File: src/rtl/u16u8_pkg.sv
`default_nettype none

package u16u8_pkg;

    // Result kinds
    typedef enum logic [1:0] {
        KIND_DATA = 2'd0,
        KIND_PATH = 2'd1,
        KIND_END  = 2'd2
    } t_kind;

    localparam int unsigned MAX_RES    = 6;  // results one code unit can cause
    localparam int unsigned FIFO_DEPTH = 4;  // default depth of the job queue

    localparam logic [5:0]  SUR_HI_TAG = 6'b110110;  // 0xD800..0xDBFF
    localparam logic [5:0]  SUR_LO_TAG = 6'b110111;  // 0xDC00..0xDFFF
    localparam logic [20:0] CP_PLANE1  = 21'h10000;
    localparam logic [7:0]  LEAD2      = 8'hC0;
    localparam logic [7:0]  LEAD3      = 8'hE0;
    localparam logic [7:0]  LEAD4      = 8'hF0;
    localparam logic [7:0]  CONT       = 8'h80;
    localparam logic [15:0] LIM1       = 16'h0080;
    localparam logic [15:0] LIM2       = 16'h0800;

    // One decoded request: up to six results; only the final one may be
    // a marker, every earlier one is a data byte.
    typedef struct packed {
        logic [2:0]                 cnt;
        t_kind                      fin_kind;
        logic [MAX_RES-1:0][7:0]    bytes;
    } t_job;

endpackage

`default_nettype wire

File: src/rtl/u16u8_front.sv
`default_nettype none

module u16u8_front
    import u16u8_pkg::*;
(
    input  wire logic        i_clk,
    input  wire logic        i_rst_n,
    input  wire logic        i_accept,
    input  wire logic [15:0] i_code_unit,
    output t_job             o_job,
    output logic             o_job_vld
);

    logic       r_held_valid, n_held_valid;
    logic [9:0] r_held_bits,  n_held_bits;
    logic       r_at_start,   n_at_start;

    logic              is_zero, is_high, is_low, pair;
    logic [20:0]       cp;
    logic [2:0][7:0]   m;
    logic [1:0]        mn;
    t_kind             fk;
    logic [2:0][7:0]   fl;

    always_comb begin
        is_zero = (i_code_unit == 16'd0);
        is_high = (i_code_unit[15:10] == SUR_HI_TAG);
        is_low  = (i_code_unit[15:10] == SUR_LO_TAG);
        pair    = r_held_valid && is_low;
        cp      = CP_PLANE1 + {1'b0, r_held_bits, i_code_unit[9:0]};

        // held high surrogate flushed alone: 0xED, 0xA0|hb[9:6], 0x80|hb[5:0]
        fl[0] = LEAD3 | 8'h0D;
        fl[1] = CONT | {2'b10, r_held_bits[9:6], 2'b00} >> 2;
        fl[2] = CONT | {2'b00, r_held_bits[5:0]};

        m  = '0;
        mn = 2'd0;
        fk = KIND_DATA;
        if (is_zero) begin
            mn = 2'd1;
            fk = r_at_start ? KIND_END : KIND_PATH;
        end else if (is_high) begin
            mn = 2'd0;
        end else if (i_code_unit < LIM1) begin
            m[0] = {1'b0, i_code_unit[6:0]};
            mn   = 2'd1;
        end else if (i_code_unit < LIM2) begin
            m[0] = LEAD2 | {3'b000, i_code_unit[10:6]};
            m[1] = CONT | {2'b00, i_code_unit[5:0]};
            mn   = 2'd2;
        end else begin
            m[0] = LEAD3 | {4'b0000, i_code_unit[15:12]};
            m[1] = CONT | {2'b00, i_code_unit[11:6]};
            m[2] = CONT | {2'b00, i_code_unit[5:0]};
            mn   = 2'd3;
        end

        o_job = '0;
        if (pair) begin
            o_job.bytes[0] = LEAD4 | {5'b00000, cp[20:18]};
            o_job.bytes[1] = CONT | {2'b00, cp[17:12]};
            o_job.bytes[2] = CONT | {2'b00, cp[11:6]};
            o_job.bytes[3] = CONT | {2'b00, cp[5:0]};
            o_job.cnt      = 3'd4;
            o_job.fin_kind = KIND_DATA;
        end else if (r_held_valid) begin
            o_job.bytes[0] = fl[0];
            o_job.bytes[1] = fl[1];
            o_job.bytes[2] = fl[2];
            o_job.bytes[3] = m[0];
            o_job.bytes[4] = m[1];
            o_job.bytes[5] = m[2];
            o_job.cnt      = 3'd3 + {1'b0, mn};
            o_job.fin_kind = fk;
        end else begin
            o_job.bytes[0] = m[0];
            o_job.bytes[1] = m[1];
            o_job.bytes[2] = m[2];
            o_job.cnt      = {1'b0, mn};
            o_job.fin_kind = fk;
        end
        o_job_vld = i_accept && (o_job.cnt != 3'd0);

        n_held_valid = r_held_valid;
        n_held_bits  = r_held_bits;
        n_at_start   = r_at_start;
        if (i_accept) begin
            n_held_valid = !pair && is_high;
            n_held_bits  = (!pair && is_high) ? i_code_unit[9:0] : 10'd0;
            // a flushed surrogate already cleared path start when it was held
            n_at_start   = !pair && is_zero;
        end
    end

    always_ff @(posedge i_clk) begin
        if (!i_rst_n) begin
            r_held_valid <= 1'b0;
            r_held_bits  <= 10'd0;
            r_at_start   <= 1'b1;
        end else begin
            r_held_valid <= n_held_valid;
            r_held_bits  <= n_held_bits;
            r_at_start   <= n_at_start;
        end
    end

endmodule

`default_nettype wire

File: src/rtl/u16u8_fifo.sv
`default_nettype none

module u16u8_fifo
    import u16u8_pkg::*;
#(
    parameter int unsigned DEPTH = FIFO_DEPTH
) (
    input  wire logic i_clk,
    input  wire logic i_rst_n,
    input  wire logic i_wr,
    input  wire t_job i_wr_job,
    input  wire logic i_rd,
    output t_job      o_head,
    output logic      o_empty,
    output logic      o_full
);

    localparam int unsigned AW = (DEPTH > 1) ? $clog2(DEPTH) : 1;
    localparam int unsigned CW = $clog2(DEPTH + 1);

    t_job          r_mem [DEPTH];
    logic [AW-1:0] r_wp, n_wp;
    logic [AW-1:0] r_rp, n_rp;
    logic [CW-1:0] r_cnt, n_cnt;
    logic          wr_en, rd_en;

    assign o_empty = (r_cnt == CW'(0));
    assign o_full  = (r_cnt == CW'(DEPTH));
    assign o_head  = r_mem[r_rp];

    always_comb begin
        wr_en = i_wr && !o_full;
        rd_en = i_rd && !o_empty;
        n_wp  = r_wp;
        n_rp  = r_rp;
        if (wr_en) begin
            n_wp = (r_wp == AW'(DEPTH - 1)) ? AW'(0) : r_wp + AW'(1);
        end
        if (rd_en) begin
            n_rp = (r_rp == AW'(DEPTH - 1)) ? AW'(0) : r_rp + AW'(1);
        end
        n_cnt = r_cnt + CW'(wr_en) - CW'(rd_en);
    end

    always_ff @(posedge i_clk) begin
        if (wr_en) begin
            r_mem[r_wp] <= i_wr_job;
        end
    end

    always_ff @(posedge i_clk) begin
        if (!i_rst_n) begin
            r_wp  <= '0;
            r_rp  <= '0;
            r_cnt <= '0;
        end else begin
            r_wp  <= n_wp;
            r_rp  <= n_rp;
            r_cnt <= n_cnt;
        end
    end

endmodule

`default_nettype wire

File: src/rtl/u16u8_back.sv
`default_nettype none

module u16u8_back
    import u16u8_pkg::*;
(
    input  wire logic       i_clk,
    input  wire logic       i_rst_n,
    input  wire t_job       i_head,
    input  wire logic       i_head_empty,
    output logic            o_head_pop,
    input  wire logic       i_pop,
    output logic            o_empty,
    output logic [7:0]      o_out_byte,
    output logic [1:0]      o_kind,
    output logic            o_last
);

    logic [2:0] r_idx, n_idx;
    logic       r_vld, n_vld;
    logic [7:0] r_byte;
    t_kind      r_kind;
    logic       r_last;
    logic       load, is_last;

    always_comb begin
        load       = !i_head_empty && (!r_vld || i_pop);
        is_last    = (r_idx == 3'(i_head.cnt - 3'd1));
        o_head_pop = load && is_last;
        n_idx      = r_idx;
        if (load) begin
            n_idx = is_last ? 3'd0 : r_idx + 3'd1;
        end
        n_vld = load ? 1'b1 : (i_pop ? 1'b0 : r_vld);
    end

    always_ff @(posedge i_clk) begin
        if (!i_rst_n) begin
            r_idx <= 3'd0;
            r_vld <= 1'b0;
        end else begin
            r_idx <= n_idx;
            r_vld <= n_vld;
        end
    end

    always_ff @(posedge i_clk) begin
        if (load) begin
            r_byte <= i_head.bytes[r_idx];
            r_kind <= is_last ? i_head.fin_kind : KIND_DATA;
            r_last <= is_last;
        end
    end

    assign o_empty    = !r_vld;
    assign o_out_byte = r_byte;
    assign o_kind     = r_kind;
    assign o_last     = r_last;

endmodule

`default_nettype wire

File: src/rtl/utf16_to_utf8_path_list_transcoder_top.sv
// Path: a result goes through the job queue, then the registered output stage.
// Throughput: one code unit per cycle into the job queue while not full; one result
//   per cycle out while popped, so the output serialiser sets the sustained rate.
// Reset: synchronous, active low; clears held surrogate, sets start of list, empties
//   the queue and the output register.
`default_nettype none

module utf16_to_utf8_path_list_transcoder_top
    import u16u8_pkg::*;
#(
    parameter int unsigned QUEUE_DEPTH = FIFO_DEPTH
) (
    input  wire logic        i_clk,
    input  wire logic        i_rst_n,
    input  wire logic        i_push,
    output logic             o_full,
    input  wire logic [15:0] i_code_unit,
    input  wire logic        i_pop,
    output logic             o_empty,
    output logic [7:0]       o_out_byte,
    output logic [1:0]       o_kind,
    output logic             o_last
);

    // Front end: decodes each unit against the held surrogate and path state
    // into a job of up to six results. A high surrogate with nothing held
    // makes no job and is simply absorbed.
    t_job job, head;
    logic job_vld, head_pop, head_empty;
    logic accept;

    assign accept = i_push && !o_full;

    u16u8_front u_front (
        .i_clk       (i_clk),
        .i_rst_n     (i_rst_n),
        .i_accept    (accept),
        .i_code_unit (i_code_unit),
        .o_job       (job),
        .o_job_vld   (job_vld)
    );

    // Short job queue: decouples decode from byte serialisation, so the
    // front keeps taking units while a long burst drains.
    u16u8_fifo #(
        .DEPTH (QUEUE_DEPTH)
    ) u_fifo (
        .i_clk    (i_clk),
        .i_rst_n  (i_rst_n),
        .i_wr     (job_vld),
        .i_wr_job (job),
        .i_rd     (head_pop),
        .o_head   (head),
        .o_empty  (head_empty),
        .o_full   (o_full)
    );

    // Back end: walks the head job one result per cycle, while the output stage is free
    // or popped, into a registered output stage, which reloads in the same cycle it is popped.
    u16u8_back u_back (
        .i_clk        (i_clk),
        .i_rst_n      (i_rst_n),
        .i_head       (head),
        .i_head_empty (head_empty),
        .o_head_pop   (head_pop),
        .i_pop        (i_pop),
        .o_empty      (o_empty),
        .o_out_byte   (o_out_byte),
        .o_kind       (o_kind),
        .o_last       (o_last)
    );

    // A marker is always the final result of its request and carries a zero byte.
    a_marker_last : assert property (@(posedge i_clk) disable iff (!i_rst_n)
        (!o_empty && o_kind != KIND_DATA) |-> (o_last && o_out_byte == 8'd0))
        else $error("marker result not last or byte not zero");

    // With the queue full the output stage must already hold a result.
    a_full_has_out : assert property (@(posedge i_clk) disable iff (!i_rst_n)
        o_full |-> !o_empty)
        else $error("queue full while output stage idle");

    // Reset leaves both sides empty.
    a_reset_empty : assert property (@(posedge i_clk)
        !i_rst_n |=> (o_empty && !o_full))
        else $error("not empty after reset");

endmodule

`default_nettype wire

File: config.mk
export PLATFORM = sky130hd
export DESIGN_NAME = utf16_to_utf8_path_list_transcoder_top
export DESIGN_NICKNAME = d
export VERILOG_FILES = /design/src/rtl/u16u8_pkg.sv /design/src/rtl/u16u8_front.sv /design/src/rtl/u16u8_fifo.sv /design/src/rtl/u16u8_back.sv /design/src/rtl/utf16_to_utf8_path_list_transcoder_top.sv
export SDC_FILE = /design/constraint.sdc
export NUM_CORES = 1
export LEC_CHECK = 0
export BUFFER_PORTS_ARGS = -buffer_cell sky130_fd_sc_hd__buf_2
export CAP_MARGIN = 40
export CORE_MARGIN = 5
export CORE_UTILIZATION = 45
export CTS_CLUSTER_SIZE = 12
export DETAILED_ROUTE_END_ITERATION = 12
export PLACE_DENSITY_LB_ADDON = 0.2
export SLEW_MARGIN = 20
export SYNTH_ARGS = -nofsm -noshare
export SYNTH_HDL_FRONTEND = slang
export SYNTH_HIERARCHICAL = 1
export SYNTH_SLANG_ARGS = --single-unit
File: constraint.sdc
create_clock -name i_clk -period 4.85 [get_ports i_clk]
set_input_delay 0.485 -clock i_clk [delete_from_list [all_inputs] [get_ports i_clk]]
set_output_delay 0.485 -clock i_clk [all_outputs]
set_load 0.005 [all_outputs]
==> out/qor.yml, run 1 <==
synth_compound_area_share_pct: 4.77
ios: 33
synthToLayoutAreaGrowth_pct: 12.3
routabilityCongestion: 0.913
antenna_found_initial: 1
ys_ff_latch: 248
viasPerCell: 5.63
drt_iter0_drc: 360
hold_viol_final: 0
syn_inst: 607
ys_seq_area_share_pct: 68.0
maxCapViolCount: 0
clock_latency_ns: 0.51
skew_ns: 0.00855
start_util_pct: 45.4
clkSlewWorstSetupHoldPaths_ns: 0.06
synth-simple-area-share_pct: 6.56
synthAdderAreaFrac_pct: 1.49
postCtsHoldBufs: 0
firstDrtPassIters: 7
layout_common_cells: "edfxtp_1 (223), mux4_2 (58), buf_2 (32), clkbuf_16 (27), nor2_1 (24)"
postCtsSetupRepairBufs: 0
portBuffers: 32
grt_pass1_vias: 5578
leakage_nw: 3.93
rows: 56
drc: 0
worst_ep_required_time_ns: 5.26
period_share_pct: 77.8
grt_usage_pct: 17.0
dp_hpwl_mm: 14.4
min_period_ns: 3.78
peakVddDrop_mv: 0.270
synth_area_um2: 10600
synth_top_family_by_area: "multiplexers"
cts.sinks: 248
critPathCaptureType: "register"
crit_fanout: 9
synthMuxAreaShare_pct: 14.6
cts_made_buffers: 26
via_count: 5540
p_per_area_nw_per_um2: 481
final_common_cell: "edfxtp_1"
die_y_um: 163
setup_viol: 0
fin_nets: 678
syn_avg_cell_area_um2: 17.4
worstMarginPinSlew_ns: 0.876
slew_headroom_pct: 41.5
coreArea_um2: 23300
ant_nets: 0
worstPathArrival_ns: 4.18
yosysWarnings: 6
whs_ns: 0.258
grt_pass1_wl_mm: 33.8
critPathKind: "in2reg"
htreeDepth: 1
async_reset_ff_share_pct: 0
tns_ns: 0
wl_per_cell_um: 22.7
rsz0062_at_grt: "no"
slew_viol_final: 0
root_buffer: "clkbuf_16"
dieArea_um2: 26700
cp-start-kind: "input pin"
cts_resized: 0
max_freq_mhz: 265
fp.dieW_um: 163
cts_tree: "built"
yosysUniqueCellTypes: 60
grt_max_degree: 35
status: "finished clean"
synth-edff-count: 223
nFillCells: 1886
final_layout_size_suffix_gt1_share_pct: 24.4
synth_xor_area_share_pct: 0.803
holdCritPathClass: "in2reg"
clock_path_buffers: 3
ys.flop_type: "edfxtp_1"
wl_mm: 22.4
gr-total-overflow: 0
num_antenna_cells: 0
layout make-up:
| class | count | area [um2] | area share, % |
|---|---|---|---|
| Sequential cell | 248 | 7200 | 60.6 |
| Tap cell | 319 | 399 | 3.36 |
| Clock inverter | 5 | 46.3 | 0.389 |
| Multi-Input combinational cell | 294 | 3010 | 25.3 |
| Timing Repair Buffer | 45 | 353 | 2.97 |
| Inverter | 31 | 116 | 0.979 |
| Clock buffer | 42 | 762 | 6.41 |
path summary, 6_finish.rpt:
kind                                      start  slack [ns]              end  cells after the start
worst min-delay path                      i_pop        0.26     u_back/r_vld                      3
worst max-delay path            i_code_unit[10]        1.07  u_fifo/r_cnt[2]                     16
worst min register to register     u_back/r_vld        0.50     u_back/r_vld                      2
worst max register to register         register        1.11  u_fifo/r_cnt[2]                     15
per-stage QoR:
step | total power [mW] | utilization [%] | setup slack [ns] | cell area (um2) | instances
2_1_floorplan | 3.52 | - | 0.890 | 10600 | 610
3_3_place_gp | 3.89 | 47.4 | 0.747 | 11100 | 936
5_1_grt | 5.97 | 51.0 | 0.819 | 11900 | 984
4_1_cts | 5.80 | 51.0 | 1.07 | 11900 | 984
3_5_place_dp | 3.93 | 47.5 | 0.597 | 11100 | 937
6_report | 5.71 | 51.0 | 1.07 | 11900 | 984
registers in the layout (all words and copies together) (netlist names), named ones only:
name and cells:
u_fifo/r_mem 212, u_front/r_held_bits 10, u_back/o_out_byte 8, u_back/r_idx 3, u_fifo/r_cnt 3, u_back/o_kind 2
u_fifo/r_rp 2, u_fifo/r_wp 2, u_back/o_last 1, u_back/r_vld 1, u_front/r_at_start 1, u_front/r_held_valid 1
synthesized netlist by cell type, drive strengths merged, types with 15 or more instances:
library cell,instances,share of area (%)
nand2,22,0.78
and2,17,1.0
dfxtp,25,4.7
mux4,61,13
o21ai,18,0.89
edfxtp,223,63
buf,27,2.3
nand3,16,0.76
mux2i,15,1.4
nor2,24,0.85
inv,31,1.1
per-layer routing:
metal / up-vias / routed length (um) / track usage (%)
li1: 2463 / - / -
met1: 2839 / 9320 / 23.7
met2: 206 / 11200 / 28.5
met3: 30 / 1510 / 2.65
met4: 2 / 332 / 3.81
met5: - / 11 / 0
worst max-delay path: stages:
cell	delay (ns)
buf_2	0.16
nor4_4	0.57
nand3b_2	0.28
nand2_1	0.21
ha_1	0.27
o21ai_2	0.22
o31a_1	0.18
nor2b_1	0.39
inv_1	0.09
ha_1	0.29
inv_1	0.04
ha_1	0.18
fa_1	0.38
xnor2_1	0.15
xnor2_1	0.13
and2_1	0.15
power by group:
group	switching, mW	internal, mW
Clock	0.738	1.12
Combinational	0.614	0.456
Sequential	0.0941	2.70
Total	1.45	4.27
cell families after synthesis:
logic type	Yosys count
compound gates	74
xor+xnor	8
fa+ha+maj	12
buf+inv	68
flops	248
mux	77
other cells	1
simple gates	119
(Power assumes the default switching activity.)
==> run 2, diff against run 1 <==
--- a/config.mk
+++ b/config.mk
@@ -5,6 +5,7 @@
 export SDC_FILE = /design/constraint.sdc
 export NUM_CORES = 1
 export LEC_CHECK = 0
+export ABC_AREA = 1
 export BUFFER_PORTS_ARGS = -buffer_cell sky130_fd_sc_hd__buf_2
 export CAP_MARGIN = 40
 export CORE_MARGIN = 5
==> constraint.sdc (replaced) <==
create_clock -name i_clk -period 3.5 [get_ports i_clk]
set_input_delay 0.35 -clock i_clk [delete_from_list [all_inputs] [get_ports i_clk]]
set_output_delay 0.35 -clock i_clk [all_outputs]
set_load 0.005 [all_outputs]
==> out/qor.yml, run 2 <==
via_count: 7238
max_stage_delay_ns: 0.44
die_y_um: 166
drc: 0
syn_avg_cell_area_um2: 11.2
yosysWarnings: 6
pwr-share-seq_pct: 47.0
critPathKind: "reg2reg"
gr-total-overflow: 0
ant_nets: 0
dieArea_um2: 27700
postLayoutCoreUtil_pct: 50.6
htreeDepth: 1
grt_pass1_wl_mm: 40.0
cts_made_buffers: 26
grt_usage_pct: 18.2
p_comb_share_pct: 22.0
grt_pass1_vias: 6955
async_reset_ff_share_pct: 0
ios: 33
period_share_pct: 84.6
synth_area_um2: 11000
p_sw_mw: 2.44
fp.dieW_um: 166
hold_viol_final: 0
clkSlewWorstSetupHoldPaths_ns: 0.06
largest_register_ffs: 212
place_ws_ns: 0.266
clock_path_buffers: 3
crit_chain: "o21ai_0, o22ai_2, inv_1, ha_1, inv_1, nand2_1, nand2_1, nor2_1, nand3_1, inv_1, inv_1, nor2_1, ha_1, inv_1, ha_1, fa_1, nand2_1, inv_1"
maxCapViolCount: 0
slew_viol_final: 0
fin_nets: 1038
ys_seq_area_share_pct: 65.4
clock_latency_ns: 0.53
rrSetupSlack_ns: 0.54
portBuffers: 32
holdCritPathClass: "in2reg"
synthToLayoutAreaGrowth_pct: 11.3
drt_iter0_drc: 543
cp_common_cell: "inv_1"
routabilityCongestion: 0.876
antenna_found_initial: 0
syn_inst: 979
rsz0062_at_grt: "no"
synth.most_common_cell: "edfxtp_1"
final_common_cell: "edfxtp_1"
firstDrtPassIters: 5
switching_share_pct: 29.5
min_period_ns: 2.96
ys.flop_type: "edfxtp_1"
worstPathArrival_ns: 3.39
skew_ns: 0.0175
yosysUniqueCellTypes: 45
setup_viol: 0
synth.top_cell.area_share_pct: 60.9
p_per_area_nw_per_um2: 677
cp-start-kind: "register"
leakage_nw: 4.44
layout_common_cells: "edfxtp_1 (223), nor2_1 (152), o21ai_0 (138), nand2_1 (101), inv_1 (64)"
synth-edff-count: 223
pwr-share-clk_pct: 31.0
crit_fanout: 13
critPathCaptureType: "register"
status: "finished clean"
worst_ep_required_time_ns: 3.93
wl_mm: 25.9
num_antenna_cells: 0
cts.sinks: 248
postCtsHoldBufs: 0
cellInternalPower_mw: 5.84
slew_headroom_pct: 44.9
largest-register: "u_fifo/r_mem"
synth_top_area_cell: "edfxtp_1"
ys_ff_latch: 248
postCtsSetupRepairBufs: 0
final_layout_size_suffix_gt1_share_pct: 15.8
cts_tree: "built"
start_util_pct: 45.5
viasPerCell: 5.37
worstMarginPinSlew_ns: 0.818
synth.top_cells.by_count: "edfxtp_1 (223), nor2_1 (156), o21ai_0 (138)"
wl_per_cell_um: 19.2
synth.area.top_cells: "edfxtp_1 (61%), o21ai_0 (6.3%), nor2_1 (5.3%)"
peakVddDrop_mv: 0.370
root_buffer: "clkbuf_16"
cp_slowest_cell: "dfxtp_4"
dp_hpwl_mm: 16.0
setup_ws_ns: 0.540
rows: 57
grt_max_degree: 63
coreArea_um2: 24200
cts_resized: 0
max_freq_mhz: 338
run 2: cell count changes in the layout (fill, tap and decap cells not counted), moves of 23 or more:
cell     delta
inv_1      +42
nand2_1    +79
o22ai_1    +29
nor2_2     +23
o21ai_0   +121
nor2_1    +128
mux4_2     -58
run 2: power groups by stage:
stage	registers [mW]	logic [mW]	clock network, mW
after floorplan	3.94	1.21	0
after global placement	3.95	1.83	0
after detailed placement	3.96	1.84	0
after CTS	3.90	1.85	2.60
after global routing	3.93	2.05	2.74
final	3.89	1.82	2.57
run 2: metrics by stage:
step	TNS (ns)	cells	power (mW)	instance area (um2)	hold WS, ns
global placement	0	1302	5.78	11400	0.455
detailed placement	0	1302	5.80	11400	0.463
global route	0	1349	8.72	12200	0.115
floorplan	-43.17	982	5.15	11000	0.442
CTS	0	1349	8.35	12200	0.0926
finish	0	1349	8.28	12200	0.118
run 2: worst paths after layout:
path                                             start                      to  depth (start not counted)
worst min register to register  u_front/r_held_bits[1]  u_front/r_held_bits[1]                          2
worst max register to register                register         u_fifo/r_cnt[1]                         18
worst max-delay path                          register         u_fifo/r_cnt[1]                         18
worst min-delay path                             i_pop            u_back/r_vld                          4
run 2: worst max-delay path: cells and delay by family (launching register included):
family                   cells  cell delay (ns)
adder cells (fa/ha/maj)      4             1.11
AND/OR/NAND/NOR              6             0.56
flip-flops                   1             0.44
buffers and inverters        6             0.43
AO/OA/AOI/OAI                2             0.32
run 2: final cells by class:
cell class	count	area, um2
Sequential cell	248	7200
Multi-Input combinational cell	604	3180
Fill cell	2163	11900
Tap cell	324	405
Clock buffer	40	734
Inverter	72	278
Clock inverter	7	56.3
Timing Repair Buffer	54	375
run 2: kinds of logic (layout without fill, tap and decap cells):
logic type      after synthesis  in the layout  share of synthesized area [%]
compound gates              261            261                           14.3
xor+xnor                      2              2                          0.159
fa+ha+maj                    12             12                           1.43
buf+inv                     130            173                           5.98
flops                       248            248                           65.4
other cells                   1              4                         0.0341
simple gates                325            325                           12.7
run 2: routing by layer:
metal	vias up	part of all wire, %	GRT usage, %
met5	-	0	0
li1	3493	-	-
met2	208	46	29.2
met3	37	6.1	3.26
met4	0	1.9	4.48
met1	3500	46	26.0
